$ cat src/rtl/urd_pkg.sv
package urd_pkg;

  localparam int unsigned BYTE_W  = 8;
  localparam int unsigned RUNE_W  = 21;
  localparam int unsigned ACC_W   = 31;
  localparam int unsigned STAT_W  = 2;
  localparam int unsigned COUNT_W = 3;

  // Default depth of the result queue; two slots are written per input item at most.
  localparam int unsigned RESULT_DEPTH = 4;

  localparam logic [RUNE_W-1:0] RUNE_ERROR = 21'h00FFFD;
  localparam logic [ACC_W-1:0]  RUNE_MAX   = 31'h0010FFFF;
  localparam logic [ACC_W-1:0]  SURR_LO    = 31'h0000D800;
  localparam logic [ACC_W-1:0]  SURR_HI    = 31'h0000DFFF;
  localparam logic [ACC_W-1:0]  NONCH_LO   = 31'h0000FDD0;
  localparam logic [ACC_W-1:0]  NONCH_HI   = 31'h0000FDEF;

  typedef enum logic [STAT_W-1:0] {
    ST_VALID     = 2'd0,
    ST_MALFORMED = 2'd1,
    ST_TRUNCATED = 2'd2
  } status_e;

  typedef struct packed {
    logic [RUNE_W-1:0]  code_point;
    status_e            status;
    logic [COUNT_W-1:0] byte_count;
    logic               last_of_run;
  } res_t;

  // Up to two results leave the decoder per item.
  typedef struct packed {
    logic push0;
    logic push1;
    res_t res0;
    res_t res1;
  } push_t;

  function automatic res_t mk_res(logic [RUNE_W-1:0] cp, status_e st,
                                  logic [COUNT_W-1:0] cnt);
    res_t r;
    r.code_point  = cp;
    r.status      = st;
    r.byte_count  = cnt;
    r.last_of_run = 1'b0;
    return r;
  endfunction

  // Sequence length from the low six bits of a lead byte (11xxxxxx); 0 = illegal.
  function automatic logic [COUNT_W-1:0] lead_length(logic [5:0] low);
    logic [COUNT_W-1:0] n;
    case (low) inside
      [6'd0:6'd1]:   n = 3'd0;
      [6'd2:6'd31]:  n = 3'd2;
      [6'd32:6'd47]: n = 3'd3;
      [6'd48:6'd55]: n = 3'd4;
      [6'd56:6'd59]: n = 3'd5;
      [6'd60:6'd61]: n = 3'd6;
      default:       n = 3'd0;
    endcase
    return n;
  endfunction

  // Payload bits kept from the lead byte: (1 << (8 - length)) - 1, limited to six bits.
  function automatic logic [5:0] lead_mask(logic [COUNT_W-1:0] n);
    logic [5:0] m;
    case (n)
      3'd2:    m = 6'h3F;
      3'd3:    m = 6'h1F;
      3'd4:    m = 6'h0F;
      3'd5:    m = 6'h07;
      3'd6:    m = 6'h03;
      default: m = 6'h00;
    endcase
    return m;
  endfunction

  function automatic logic rune_ok(logic [ACC_W-1:0] r);
    logic ok;
    ok = 1'b1;
    if (r >= SURR_LO && r <= SURR_HI) ok = 1'b0;
    if (r >= NONCH_LO && r <= NONCH_HI) ok = 1'b0;
    if (r[15:1] == 15'h7FFF) ok = 1'b0;
    if (r > RUNE_MAX) ok = 1'b0;
    return ok;
  endfunction

endpackage

$ cat src/rtl/urd_if.sv
interface urd_in_if;
  import urd_pkg::*;

  logic              valid;
  logic              ready;
  logic [BYTE_W-1:0] in_byte;
  logic              end_of_input;

  modport source (output valid, in_byte, end_of_input, input ready);
  modport sink   (input valid, in_byte, end_of_input, output ready);
endinterface

interface urd_out_if;
  import urd_pkg::*;

  logic               valid;
  logic               ready;
  logic [RUNE_W-1:0]  code_point;
  logic [STAT_W-1:0]  status;
  logic [COUNT_W-1:0] byte_count;
  logic               last_of_run;

  modport source (output valid, code_point, status, byte_count, last_of_run, input ready);
  modport sink   (input valid, code_point, status, byte_count, last_of_run, output ready);
endinterface

$ cat src/rtl/urd_decode.sv
module urd_decode (
  input  logic           clk_i,
  input  logic           rst_ni,
  urd_in_if.sink         in_i,
  input  logic           space_ok_i,
  output urd_pkg::push_t push_o
);
  import urd_pkg::*;

  // Input register
  logic              in_valid_q;
  logic [BYTE_W-1:0] byte_q;
  logic              eoi_q;

  // Open sequence
  logic [COUNT_W-1:0] exp_q, exp_d;
  logic [COUNT_W-1:0] seen_q, seen_d;
  logic [ACC_W-1:0]   acc_q, acc_d;
  logic [2:0]         lmb_q, lmb_d;

  logic consume;

  assign consume     = in_valid_q && space_ok_i;
  assign in_i.ready  = !in_valid_q || space_ok_i;

  always_ff @(posedge clk_i or negedge rst_ni) begin
    if (!rst_ni) begin
      in_valid_q <= 1'b0;
    end else if (in_i.valid && in_i.ready) begin
      in_valid_q <= 1'b1;
    end else if (consume) begin
      in_valid_q <= 1'b0;
    end
  end

  always_ff @(posedge clk_i) begin
    if (in_i.valid && in_i.ready) begin
      byte_q <= in_i.in_byte;
      eoi_q  <= in_i.end_of_input;
    end
  end

  always_ff @(posedge clk_i or negedge rst_ni) begin
    if (!rst_ni) begin
      exp_q  <= '0;
      seen_q <= '0;
      acc_q  <= '0;
      lmb_q  <= '0;
    end else if (consume) begin
      exp_q  <= exp_d;
      seen_q <= seen_d;
      acc_q  <= acc_d;
      lmb_q  <= lmb_d;
    end
  end

  logic               open_seq;
  logic               f_emit;
  res_t               f_res;
  logic [COUNT_W-1:0] f_len;
  logic               brk_emit, main_emit, trunc_emit;
  res_t               brk_res, main_res, trunc_res;
  logic [ACC_W-1:0]   acc_n;
  logic [COUNT_W-1:0] seen_n;
  res_t               r0, r1;
  logic               p0, p1;

  always_comb begin
    open_seq = (exp_q inside {[3'd2:3'd6]});

    // Decode the byte as if no sequence were open
    f_len  = lead_length(byte_q[5:0]);
    f_emit = 1'b1;
    if (!byte_q[7]) begin
      f_res = mk_res(RUNE_W'(byte_q), ST_VALID, 3'd1);
    end else if (!byte_q[6] || f_len == 3'd0) begin
      f_res = mk_res(RUNE_ERROR, ST_MALFORMED, 3'd1);
    end else begin
      f_emit = 1'b0;
      f_res  = mk_res(RUNE_ERROR, ST_MALFORMED, 3'd1);
    end

    brk_emit  = 1'b0;
    brk_res   = mk_res(RUNE_ERROR, ST_MALFORMED, seen_q);
    main_emit = 1'b0;
    main_res  = f_res;
    acc_n     = {acc_q[ACC_W-7:0], byte_q[5:0]};
    seen_n    = seen_q + 3'd1;
    exp_d     = exp_q;
    seen_d    = seen_q;
    acc_d     = acc_q;
    lmb_d     = lmb_q;

    if (!open_seq || byte_q[7:6] != 2'b10) begin
      // Nothing to continue: close any open error rune, then redo this byte
      brk_emit  = open_seq;
      main_emit = f_emit;
      main_res  = f_res;
      if (!f_emit) begin
        exp_d  = f_len;
        seen_d = 3'd1;
        lmb_d  = 3'(4'd8 - {1'b0, f_len});
        acc_d  = ACC_W'(byte_q[5:0] & lead_mask(f_len));
      end else begin
        exp_d  = '0;
        seen_d = '0;
        acc_d  = '0;
        lmb_d  = '0;
      end
    end else begin
      acc_d  = acc_n;
      seen_d = seen_n;
      if (seen_n == 3'd2 && (acc_n >> lmb_q) == '0) begin
        main_emit = 1'b1;
        main_res  = mk_res(RUNE_ERROR, ST_MALFORMED, 3'd2);
      end else if (seen_n >= exp_q) begin
        main_emit = 1'b1;
        if (rune_ok(acc_n)) begin
          main_res = mk_res(acc_n[RUNE_W-1:0], ST_VALID, exp_q);
        end else begin
          main_res = mk_res(RUNE_ERROR, ST_MALFORMED, exp_q);
        end
      end
      if (main_emit) begin
        exp_d  = '0;
        seen_d = '0;
        acc_d  = '0;
        lmb_d  = '0;
      end
    end

    // Flush a sequence still open at end of input
    trunc_emit = eoi_q && exp_d != '0;
    trunc_res  = mk_res(RUNE_ERROR, ST_TRUNCATED, seen_d);
    if (trunc_emit) begin
      exp_d  = '0;
      seen_d = '0;
      acc_d  = '0;
      lmb_d  = '0;
    end

    // Pack the (at most two) results in order
    p0 = brk_emit || main_emit || trunc_emit;
    if (brk_emit) begin
      r0 = brk_res;
    end else if (main_emit) begin
      r0 = main_res;
    end else begin
      r0 = trunc_res;
    end
    p1 = 1'b0;
    r1 = trunc_res;
    if (brk_emit) begin
      p1 = main_emit || trunc_emit;
      r1 = main_emit ? main_res : trunc_res;
    end else if (main_emit) begin
      p1 = trunc_emit;
    end
    r0.last_of_run = !p1;
    r1.last_of_run = 1'b1;

    push_o.push0 = consume && p0;
    push_o.push1 = consume && p1;
    push_o.res0  = r0;
    push_o.res1  = r1;
  end

endmodule

$ cat src/rtl/urd_result_fifo.sv
module urd_result_fifo #(
  parameter int unsigned Depth = urd_pkg::RESULT_DEPTH
) (
  input  logic           clk_i,
  input  logic           rst_ni,
  input  urd_pkg::push_t push_i,
  urd_out_if.source      out_o,
  output logic           space_ok_o
);
  import urd_pkg::*;

  localparam int unsigned PtrW = (Depth > 1) ? $clog2(Depth) : 1;
  localparam int unsigned CntW = $clog2(Depth + 1);

  res_t            mem_q [Depth];
  logic [PtrW-1:0] wr_q, wr_d, rd_q, rd_d, wr1;
  logic [CntW-1:0] cnt_q, cnt_d;
  logic            pop;

  function automatic logic [PtrW-1:0] ptr_inc(logic [PtrW-1:0] p);
    return (p == PtrW'(Depth - 1)) ? '0 : p + PtrW'(1);
  endfunction

  assign pop        = out_o.valid && out_o.ready;
  assign space_ok_o = cnt_q <= CntW'(Depth - 2);
  assign wr1        = ptr_inc(wr_q);

  always_comb begin
    wr_d  = wr_q;
    rd_d  = pop ? ptr_inc(rd_q) : rd_q;
    cnt_d = cnt_q - CntW'(pop);
    if (push_i.push0 && push_i.push1) begin
      wr_d  = ptr_inc(wr1);
      cnt_d = cnt_d + CntW'(2);
    end else if (push_i.push0) begin
      wr_d  = wr1;
      cnt_d = cnt_d + CntW'(1);
    end
  end

  always_ff @(posedge clk_i or negedge rst_ni) begin
    if (!rst_ni) begin
      wr_q  <= '0;
      rd_q  <= '0;
      cnt_q <= '0;
    end else begin
      wr_q  <= wr_d;
      rd_q  <= rd_d;
      cnt_q <= cnt_d;
    end
  end

  always_ff @(posedge clk_i) begin
    if (push_i.push0) begin
      mem_q[wr_q] <= push_i.res0;
    end
    if (push_i.push1) begin
      mem_q[wr1] <= push_i.res1;
    end
  end

  assign out_o.valid       = cnt_q != '0;
  assign out_o.code_point  = mem_q[rd_q].code_point;
  assign out_o.status      = mem_q[rd_q].status;
  assign out_o.byte_count  = mem_q[rd_q].byte_count;
  assign out_o.last_of_run = mem_q[rd_q].last_of_run;

endmodule

$ cat src/rtl/utf8_rune_decoder_unit.sv
// A byte accepted at the input passes the input register and then the result queue
//   register before its first result appears on the output.
// Throughput: one byte per cycle while each byte yields at most one result and out_o is
//   not stalled; a byte's two results leave one at a time via the single output port.
// Reset: asynchronous, active low; clears any open sequence and empties the result queue.
module utf8_rune_decoder_unit #(
  parameter int unsigned ResultDepth = urd_pkg::RESULT_DEPTH
) (
  input  logic      clk_i,
  input  logic      rst_ni,
  urd_in_if.sink    in_i,
  urd_out_if.source out_o
);
  import urd_pkg::*;

  // Decoder pushes up to two results per consumed byte; the queue only lets it
  // consume a byte while two free slots are guaranteed, so nothing is ever dropped.
  push_t push;
  logic  space_ok;

  // Input register, sequence state and per-byte decode.
  urd_decode u_decode (
    .clk_i      (clk_i),
    .rst_ni     (rst_ni),
    .in_i       (in_i),
    .space_ok_i (space_ok),
    .push_o     (push)
  );

  // Result queue: parts the output handshake from the input side and absorbs the second result
  // of a byte that breaks an open sequence.
  urd_result_fifo #(
    .Depth (ResultDepth)
  ) u_result_fifo (
    .clk_i      (clk_i),
    .rst_ni     (rst_ni),
    .push_i     (push),
    .out_o      (out_o),
    .space_ok_o (space_ok)
  );

endmodule

$ cat src/flat_wrapper.sv
// flat-port wrapper written by rule: the top's interface ports become plain ports
module utf8_rune_decoder_unit_flat import urd_pkg::*;
#(
  parameter int unsigned ResultDepth = urd_pkg::RESULT_DEPTH
)
  (clk_i, rst_ni, in_i_valid, in_i_in_byte, in_i_end_of_input, in_i_ready, out_o_valid, out_o_code_point, out_o_status, out_o_byte_count, out_o_last_of_run, out_o_ready);
  urd_in_if in_i_i ();
  urd_out_if out_o_i ();
  input  logic clk_i;
  input  logic rst_ni;
  input wire logic [$bits(in_i_i.valid)-1:0] in_i_valid;
  input wire logic [$bits(in_i_i.in_byte)-1:0] in_i_in_byte;
  input wire logic [$bits(in_i_i.end_of_input)-1:0] in_i_end_of_input;
  output wire logic [$bits(in_i_i.ready)-1:0] in_i_ready;
  output wire logic [$bits(out_o_i.valid)-1:0] out_o_valid;
  output wire logic [$bits(out_o_i.code_point)-1:0] out_o_code_point;
  output wire logic [$bits(out_o_i.status)-1:0] out_o_status;
  output wire logic [$bits(out_o_i.byte_count)-1:0] out_o_byte_count;
  output wire logic [$bits(out_o_i.last_of_run)-1:0] out_o_last_of_run;
  input wire logic [$bits(out_o_i.ready)-1:0] out_o_ready;
  assign in_i_i.valid = in_i_valid;
  assign in_i_i.in_byte = in_i_in_byte;
  assign in_i_i.end_of_input = in_i_end_of_input;
  assign in_i_ready = in_i_i.ready;
  assign out_o_valid = out_o_i.valid;
  assign out_o_code_point = out_o_i.code_point;
  assign out_o_status = out_o_i.status;
  assign out_o_byte_count = out_o_i.byte_count;
  assign out_o_last_of_run = out_o_i.last_of_run;
  assign out_o_i.ready = out_o_ready;
  utf8_rune_decoder_unit #(.ResultDepth(ResultDepth)) u_core (.clk_i(clk_i), .rst_ni(rst_ni), .in_i(in_i_i), .out_o(out_o_i));
endmodule
$ cat config.mk
export PLATFORM = sky130hd
export DESIGN_NAME = utf8_rune_decoder_unit_flat
export DESIGN_NICKNAME = d
export VERILOG_FILES = /design/src/rtl/urd_pkg.sv /design/src/rtl/urd_if.sv /design/src/rtl/urd_decode.sv /design/src/rtl/urd_result_fifo.sv /design/src/rtl/utf8_rune_decoder_unit.sv /design/src/flat_wrapper.sv
export SDC_FILE = /design/constraint.sdc
export NUM_CORES = 1
export LEC_CHECK = 0
export CORE_MARGIN = 1.5
export CORE_UTILIZATION = 35
export DETAILED_ROUTE_END_ITERATION = 8
export DONT_BUFFER_PORTS = 1
export PLACE_DENSITY = 0.62
export RECOVER_POWER = 25
export SLEW_MARGIN = 20
export SYNTH_ARGS = -nofsm -noshare
export SYNTH_HDL_FRONTEND = slang
export SYNTH_SLANG_ARGS = --single-unit
$ cat constraint.sdc
create_clock -name clk_i -period 3.2 [get_ports clk_i]
set_input_delay 0.64 -clock clk_i [delete_from_list [all_inputs] [get_ports clk_i]]
set_output_delay 0.64 -clock clk_i [all_outputs]
set_load 0.05 [all_outputs]
==> run metrics, run 1 <==
Max Cap Viol 1; FP Rows 55; # H-tree levels 4; min cycle time layout 3.03 ns; HPWL after DPL 14600 µm; WL/cell 20.4 µm; Clock Tree Root clkbuf_16; Final setup viols 0; CTS Buf Count 17; layout cells sized above 1 25.1%; final hold viol count 0; GRT Resource Usage Total 17.8%; leak pwr roughly 0.0036 µW; Syn Area/Cell 12.6 µm²; CP Data Required Time 3.48 ns; vias per inst 5.52; status finished, violations left; Iter 0 DRT Violations 416; Peak VDD IR around 0.00039 V; core area ~23000 µm²; Syn Inst Count 650; initial antenna violation count 0; IO Count 42; unique cell type count in the Yosys netlist 81; number of flops mapped to enable cells by yosys approximately 110; worst min-delay path class in -> reg; slowest CP cell dfrtp_1; first-pass GRT wire length 32500 µm; ant diodes 0; failing checks capacitance limit, slew limit; mux share of post-synthesis cell area 7.93%; Final GP Congestion 0.893; GR Overflow Total 0; WL final approximately 21000 µm; largest cells by area after synthesis edfxtp_1 41%, dfrtp_1 13%, mux4_2 7.4%; fmax roughly 0.33 GHz; Compound-Gate Fraction of Synth Area 16.8%; worst slew pin tran around 2.4 ns; startpoint types flip-flop; die area 24300 µm²; RSZ-0062 raised after global routing true; CP bufs+invs 2; xor and xnor area share after synthesis 0.641%; FF+latch count, synth about 160; ys flop type edfxtp_1; Max-slew headroom -58.3%; Post-Syn Nets approximately 690; clock insertion delay at the later pin of the skew report approximately 0.43 ns; Hold Slack 0.298 ns; worst-case clock buffer depth 2; antenna-violating nets left 0; Simple-Gate Fraction of Synth Area between 10% and 20%; Largest delay share family, worst path compound AO/OA/AOI/OAI gates; area leader, netlist edfxtp_1; yosys warns 0; top cell type's share of synthesized area 41.4%; Layout Nets 727; clk sinks 159; max incr delay on CP approximately 0.39 ns; chip width 156 µm; synthesized cell area 8190 µm²; Pre-Repair DR Iteration Count 7; clock transition at the registers of the reported paths roughly 0.060 ns; CTS tree built; pwr dens between 900 and 1000 nW/µm²; initial core utilization 36.0%; pin count of the biggest net entering global routing between 40 and 50; worst-path cell chain ha_2, xor2_2, ha_1, a21o_1, a31oi_4, buf_4, nand3_1, a21o_2, buf_4, o21ai_0, a21o_1, nor2b_1; Max Slew Vio Count 43; Synth Area in Adders 3.36%; vias in the first global route 5547; arrival time at the worst endpoint approximately 3.3 ns; Critical Path Sink Type flip-flop; crit path kind reg -> reg; register area share after synthesis between 50% and 60%; largest family of logic cells by synthesized area compound AO/OA/AOI/OAI gates; Clock Skews 0.0170 ns; port bufs 0; Power Total slightly below 10000 µW; Async S/R FF share, synth 26.4%; Area Growth Syn to Fin 17.8%; Final period util between 90% and 100%; Remaining DRCs 0; crit path max fanout 10; via count 5615; Die Height 156 µm
[what timing repair did]
action                                  4_1_cts  5_1_grt
hold endpoints to repair                     42        0
pin swaps                                     0        3
hold buffers                                  1        0
setup buffers                                 2        4
endpoints found under the setup margin       27      174
resized for setup                             0       34
[routing by layer]
metal	global-route usage, %	up-vias	share of wire, %
met5	0	-	0
met4	6.21	0	1.7
met3	3.67	24	5.9
met2	27.8	202	47
met1	24.7	2820	46
li1	-	2569	-
[through the flow]
step,TNS (ns),std cells,setup WS (ns),utilization [%],cell area (µm²)
finish,0,1018,0.166,42.4,9650
global route,-0.264,1018,-0.0329,42.4,9650
CTS,-0.0563,1014,-0.0100,41.7,9490
detailed placement,-2.08,979,-0.187,38.8,8840
global placement,0,979,0.0272,38.8,8840
floorplan,-0.0552,650,-0.00689,-,8220
[power breakdown]
group / switching (µW) / internal [µW]
Combinational: 2960 / 1480
Clock: 867 / 1240
Sequential: 322 / 2780
[logic make-up (layout without fill, tap and decap cells)]
family	Yosys count	in the layout
AO/OA/AOI/OAI	191	191
XOR/XNOR	6	6
adder cells (fa/ha/maj)	22	22
buffers and inverters	57	112
flip-flops	159	159
multiplexers	31	31
AND/OR/NAND/NOR	184	184
[final cells by class]
class,instances,area [µm²]
repair buffers,56,544
flip-flops and latches,159,4530
inverters,24,95.1
clock inverters,14,180
clock buffers,18,429
well taps,313,392
multi-input cells,434,3490
fillers,2123,13100
[flip-flops by register name, summed over array words and instances (netlist names)]
register,flops
u_core.u_result_fifo.mem_q,108
u_core.u_decode.lmb_q,3
u_core.u_decode.in_valid_q,1
u_core.u_decode.exp_q,3
u_core.u_decode.seen_q,3
u_core.u_result_fifo.cnt_q,3
u_core.u_result_fifo.wr_q,2
u_core.u_decode.acc_q,25
u_core.u_result_fifo.rd_q,2
u_core.u_decode.eoi_q,1
u_core.u_decode.byte_q,8
[synthesized netlist by cell type (4+ instances only)]
master / instances
edfxtp_1: 113
o21ai_0: 56
nand2_1: 47
nor2_1: 46
dfrtp_1: 42
mux4_2: 27
inv_1: 23
a22o_1: 22
ha_1: 22
nor3_1: 19
a21oi_1: 16
o21a_1: 16
nand3_1: 13
a21o_1: 11
a21oi_2: 11
o21ai_1: 11
buf_6: 10
clkbuf_1: 10
and2_1: 8
nand2b_1: 8
nor2b_1: 6
o22ai_1: 5
xnor2_1: 5
buf_2: 4
dfxtp_1: 4
nand4_1: 4
o211ai_1: 4
or4_4: 4
[placed cells by master, fill, tap and decap left out, types with 6 or more instances in the layout]
cell type and instances:
mux4_2 27, nand2b_1 8, o21ai_1 11, inv_1 23, nor2b_1 6, o21a_1 16
nor3_1 18, nand2_2 6, buf_12 9, nor2_1 45, a21oi_1 16, a21oi_4 7
buf_4 41, clkbuf_16 17, o21ai_0 55, ha_1 20, and2_1 7, a22o_1 22
nand2_1 41, a21o_1 11, dfrtp_1 41, nand3_1 13, edfxtp_1 113
[path summary, 6_finish.rpt]
| kind | startpoint | end | slack, ns | depth (start not counted) |
|---|---|---|---|---|
| worst max-delay path | u_core.u_decode.seen_q[0] | u_core.u_result_fifo.mem_q[2][3] | 0.17 | 12 |
| worst min-delay path | in_i_end_of_input | u_core.u_decode.eoi_q | 0.30 | 0 |
| worst max register to register | u_core.u_decode.seen_q[0] | u_core.u_result_fifo.mem_q[2][3] | 0.17 | 12 |
| worst min register to register | u_core.u_result_fifo.mem_q[0][0] | u_core.u_result_fifo.mem_q[0][0] | 0.48 | 2 |
| max in group asynchronous | rst_ni | u_core.u_decode.lmb_q[0] | 0.75 | 1 |
| min in group asynchronous | rst_ni | u_core.u_decode.acc_q[0] | 0.93 | 1 |
No activity file was read; power rests on OpenSTA's default activity.
==> inputs of run 2 (changes only) <==
--- a/config.mk
+++ b/config.mk
@@ -6,10 +6,10 @@
 export NUM_CORES = 1
 export LEC_CHECK = 0
 export CORE_MARGIN = 1.5
-export CORE_UTILIZATION = 35
+export CORE_UTILIZATION = 25
 export DETAILED_ROUTE_END_ITERATION = 8
 export DONT_BUFFER_PORTS = 1
-export PLACE_DENSITY = 0.62
+export PLACE_DENSITY = 0.51
 export RECOVER_POWER = 25
 export SLEW_MARGIN = 20
 export SYNTH_ARGS = -nofsm -noshare
==> run 2 against run 1 <==
  * The run still ends with capacitance limit, slew limit left
  * Setup slack got worse by 0.046 ns
  * Register-to-register slack got worse by 0.05 ns
  * Non-clock buffer count rose by 21
  * Largest cell class unchanged
==> run metrics, run 2 (same netlist as run 1, synthesis figures left out) <==
via count 5691; Net Switching 4260 µW; internal power 5500 µW; # H-tree levels 4; hold path startpoint in_i_end_of_input; layout cells sized above 1 25.6%; largest reg by FF count u_core.u_result_fifo.mem_q; Worst R2R Start u_core.u_decode.byte_q[3]; CP Data Required Time 3.35 ns; worst slew pin tran between 2 and 2.5 ns; max incr delay on CP around 0.57 ns; worst-case clock buffer depth 2; first-pass GRT wire length 35100 µm; Peak VDD IR roughly 0.00048 V; clock insertion delay at the later pin of the skew report between 0.4 and 0.5 ns; initial core utilization 25.3%; ant diodes 0; fmax 0.325 GHz; Pre-Repair DR Iteration Count 5; max reg flops around 110; initial antenna violation count 0; leak pwr approximately 0.0037 µW; worst-path cell chain or4_4, a21oi_2, nor2_1, inv_1, ha_2, ha_1, nor2_1, o221ai_1, a31o_4, buf_4, nand3_2, nand2_4, clkbuf_16; vias per inst 4.87; Final period util ~96%; post-layout util around 31%; pin count of the biggest net entering global routing 43; GR Overflow Total 0; die area between 30000 and 40000 µm²; final worst slack 0.120 ns; Final setup viols 0; Hold Slack 0.302 ns; Critical Path Sink Type flip-flop; startpoint types flip-flop; Remaining DRCs 0; Clock Tree Root clkbuf_16; leading cell type in the layout, fill and taps excluded edfxtp_1; highest-count cells in the layout ignoring fill and taps 113 x edfxtp_1, 61 x buf_4, 53 x o21ai_0; Reg power frac 31.3%; Switching Fraction 43.6%; Clock Skews 0.0128 ns; WL/cell 19.5 µm; antenna-violating nets left 0; CP dominant cell by count nor2_1; clock share of power between 20% and 30%; crit path kind reg -> reg; CTS Buf Count 17; GRT Resource Usage Total 13.9%; chip width between 150 and 200 µm; Max-slew headroom -58.8%; crit path max fanout 7; status finished, violations left; worst min-delay path class in -> reg; Regs by FF count u_core.u_result_fifo.mem_q (108), u_core.u_decode.acc_q (25), u_core.u_decode.byte_q (8); flop-to-flop setup slack about 0.12 ns; arrival time at the worst endpoint 3.23 ns; HPWL after DPL roughly 16000 µm; IO Count 42; core area roughly 32000 µm²; port bufs 0; Area Growth Syn to Fin 20.8%; pre-CTS WS -0.131 ns; slowest CP cell or4_4; WL final 22700 µm; worst r2r dst u_core.u_result_fifo.mem_q[0][23]; hold depth 0; WHS Endpoint u_core.u_decode.eoi_q; vias in the first global route about 5700; Max Cap Viol 1; min cycle time layout slightly above 3 ns; Register-to-Register Path Depth 13; Power Total 9760 µW; pwr dens 987 nW/µm²; Max Slew Vio Count 43; failing checks capacitance limit, slew limit; Iter 0 DRT Violations 573; Layout Nets approximately 750; logic gate share of total power approximately 47%; Final GP Congestion 0.831; CTS tree built; final hold viol count 0; clock transition at the registers of the reported paths 0.07 ns; Worst Setup SP u_core.u_decode.byte_q[3]; clk sinks 159; FP Rows 66; Die Height approximately 180 µm
-- run 2: changes by cell type in the layout (fill, tap and decap cells not counted), moves of 3 or more --
cell,previous run,this run
nand2_1,41,47
o21ai_1,11,14
a21oi_2,5,12
a21oi_4,7,2
buf_4,41,61
nand2_2,6,0
-- run 2: power groups by stage --
stage | clock [µW] | sequential [µW] | combinational [µW]
2_1_floorplan | 0 | 2970 | 3390
3_3_place_gp | 0 | 3090 | 4450
3_5_place_dp | 0 | 3100 | 4470
4_1_cts | 2110 | 3060 | 4540
5_1_grt | 2190 | 3100 | 4970
6_report | 2080 | 3050 | 4630
-- run 2: how the worst max path moves through the flow --
stage                                              to  cells past startpoint
floorplan           u_core.u_result_fifo.mem_q[0][13]                     15
global placement    u_core.u_result_fifo.mem_q[2][16]                     12
detailed placement  u_core.u_result_fifo.mem_q[2][13]                     13
CTS                  u_core.u_result_fifo.mem_q[1][7]                     13
global route        u_core.u_result_fifo.mem_q[0][13]                     13
finish              u_core.u_result_fifo.mem_q[0][23]                     13
-- run 2: cell type report --
class,count,area [µm²]
Inverter,24,97.6
Multi-Input combinational cell,434,3420
Clock inverter,14,156
Timing Repair Buffer,77,716
Tap cell,442,553
Clock buffer,18,429
Sequential cell,159,4530
Fill cell,3339,22500
-- run 2: timing repair --
action	in CTS	in global routing
pin swaps	1	9
gates cloned	0	2
setup buffers	4	8
hold endpoints to repair	42	0
gates resized for setup	2	16
setup endpoints to repair	37	157
hold buffers	1	0
-- run 2: layer usage --
metal	GRT usage (%)	wire length (µm)	vias to the layer above
met4	3.57	278	0
met3	2.85	1070	24
met5	0	0	-
met2	21.7	10500	158
li1	-	-	2612
met1	19.5	10900	2897
-- run 2: worst max-delay path: cells and delay by family, from the launching register on --
family                   cells  cell delay, ns
adder cells (fa/ha/maj)      2            0.38
buffers and inverters        3            0.43
AND/OR/NAND/NOR              5            1.03
flip-flops                   1            0.39
AO/OA/AOI/OAI                3            0.55
-- run 2: metrics by stage --
step,setup TNS (ns),cells,instance area [µm²]
2_1_floorplan,-0.0552,650,8220
3_3_place_gp,-0.402,1121,9100
3_5_place_dp,-1.71,1121,9100
4_1_cts,0,1158,9770
5_1_grt,-0.356,1168,9890
6_report,0,1168,9890
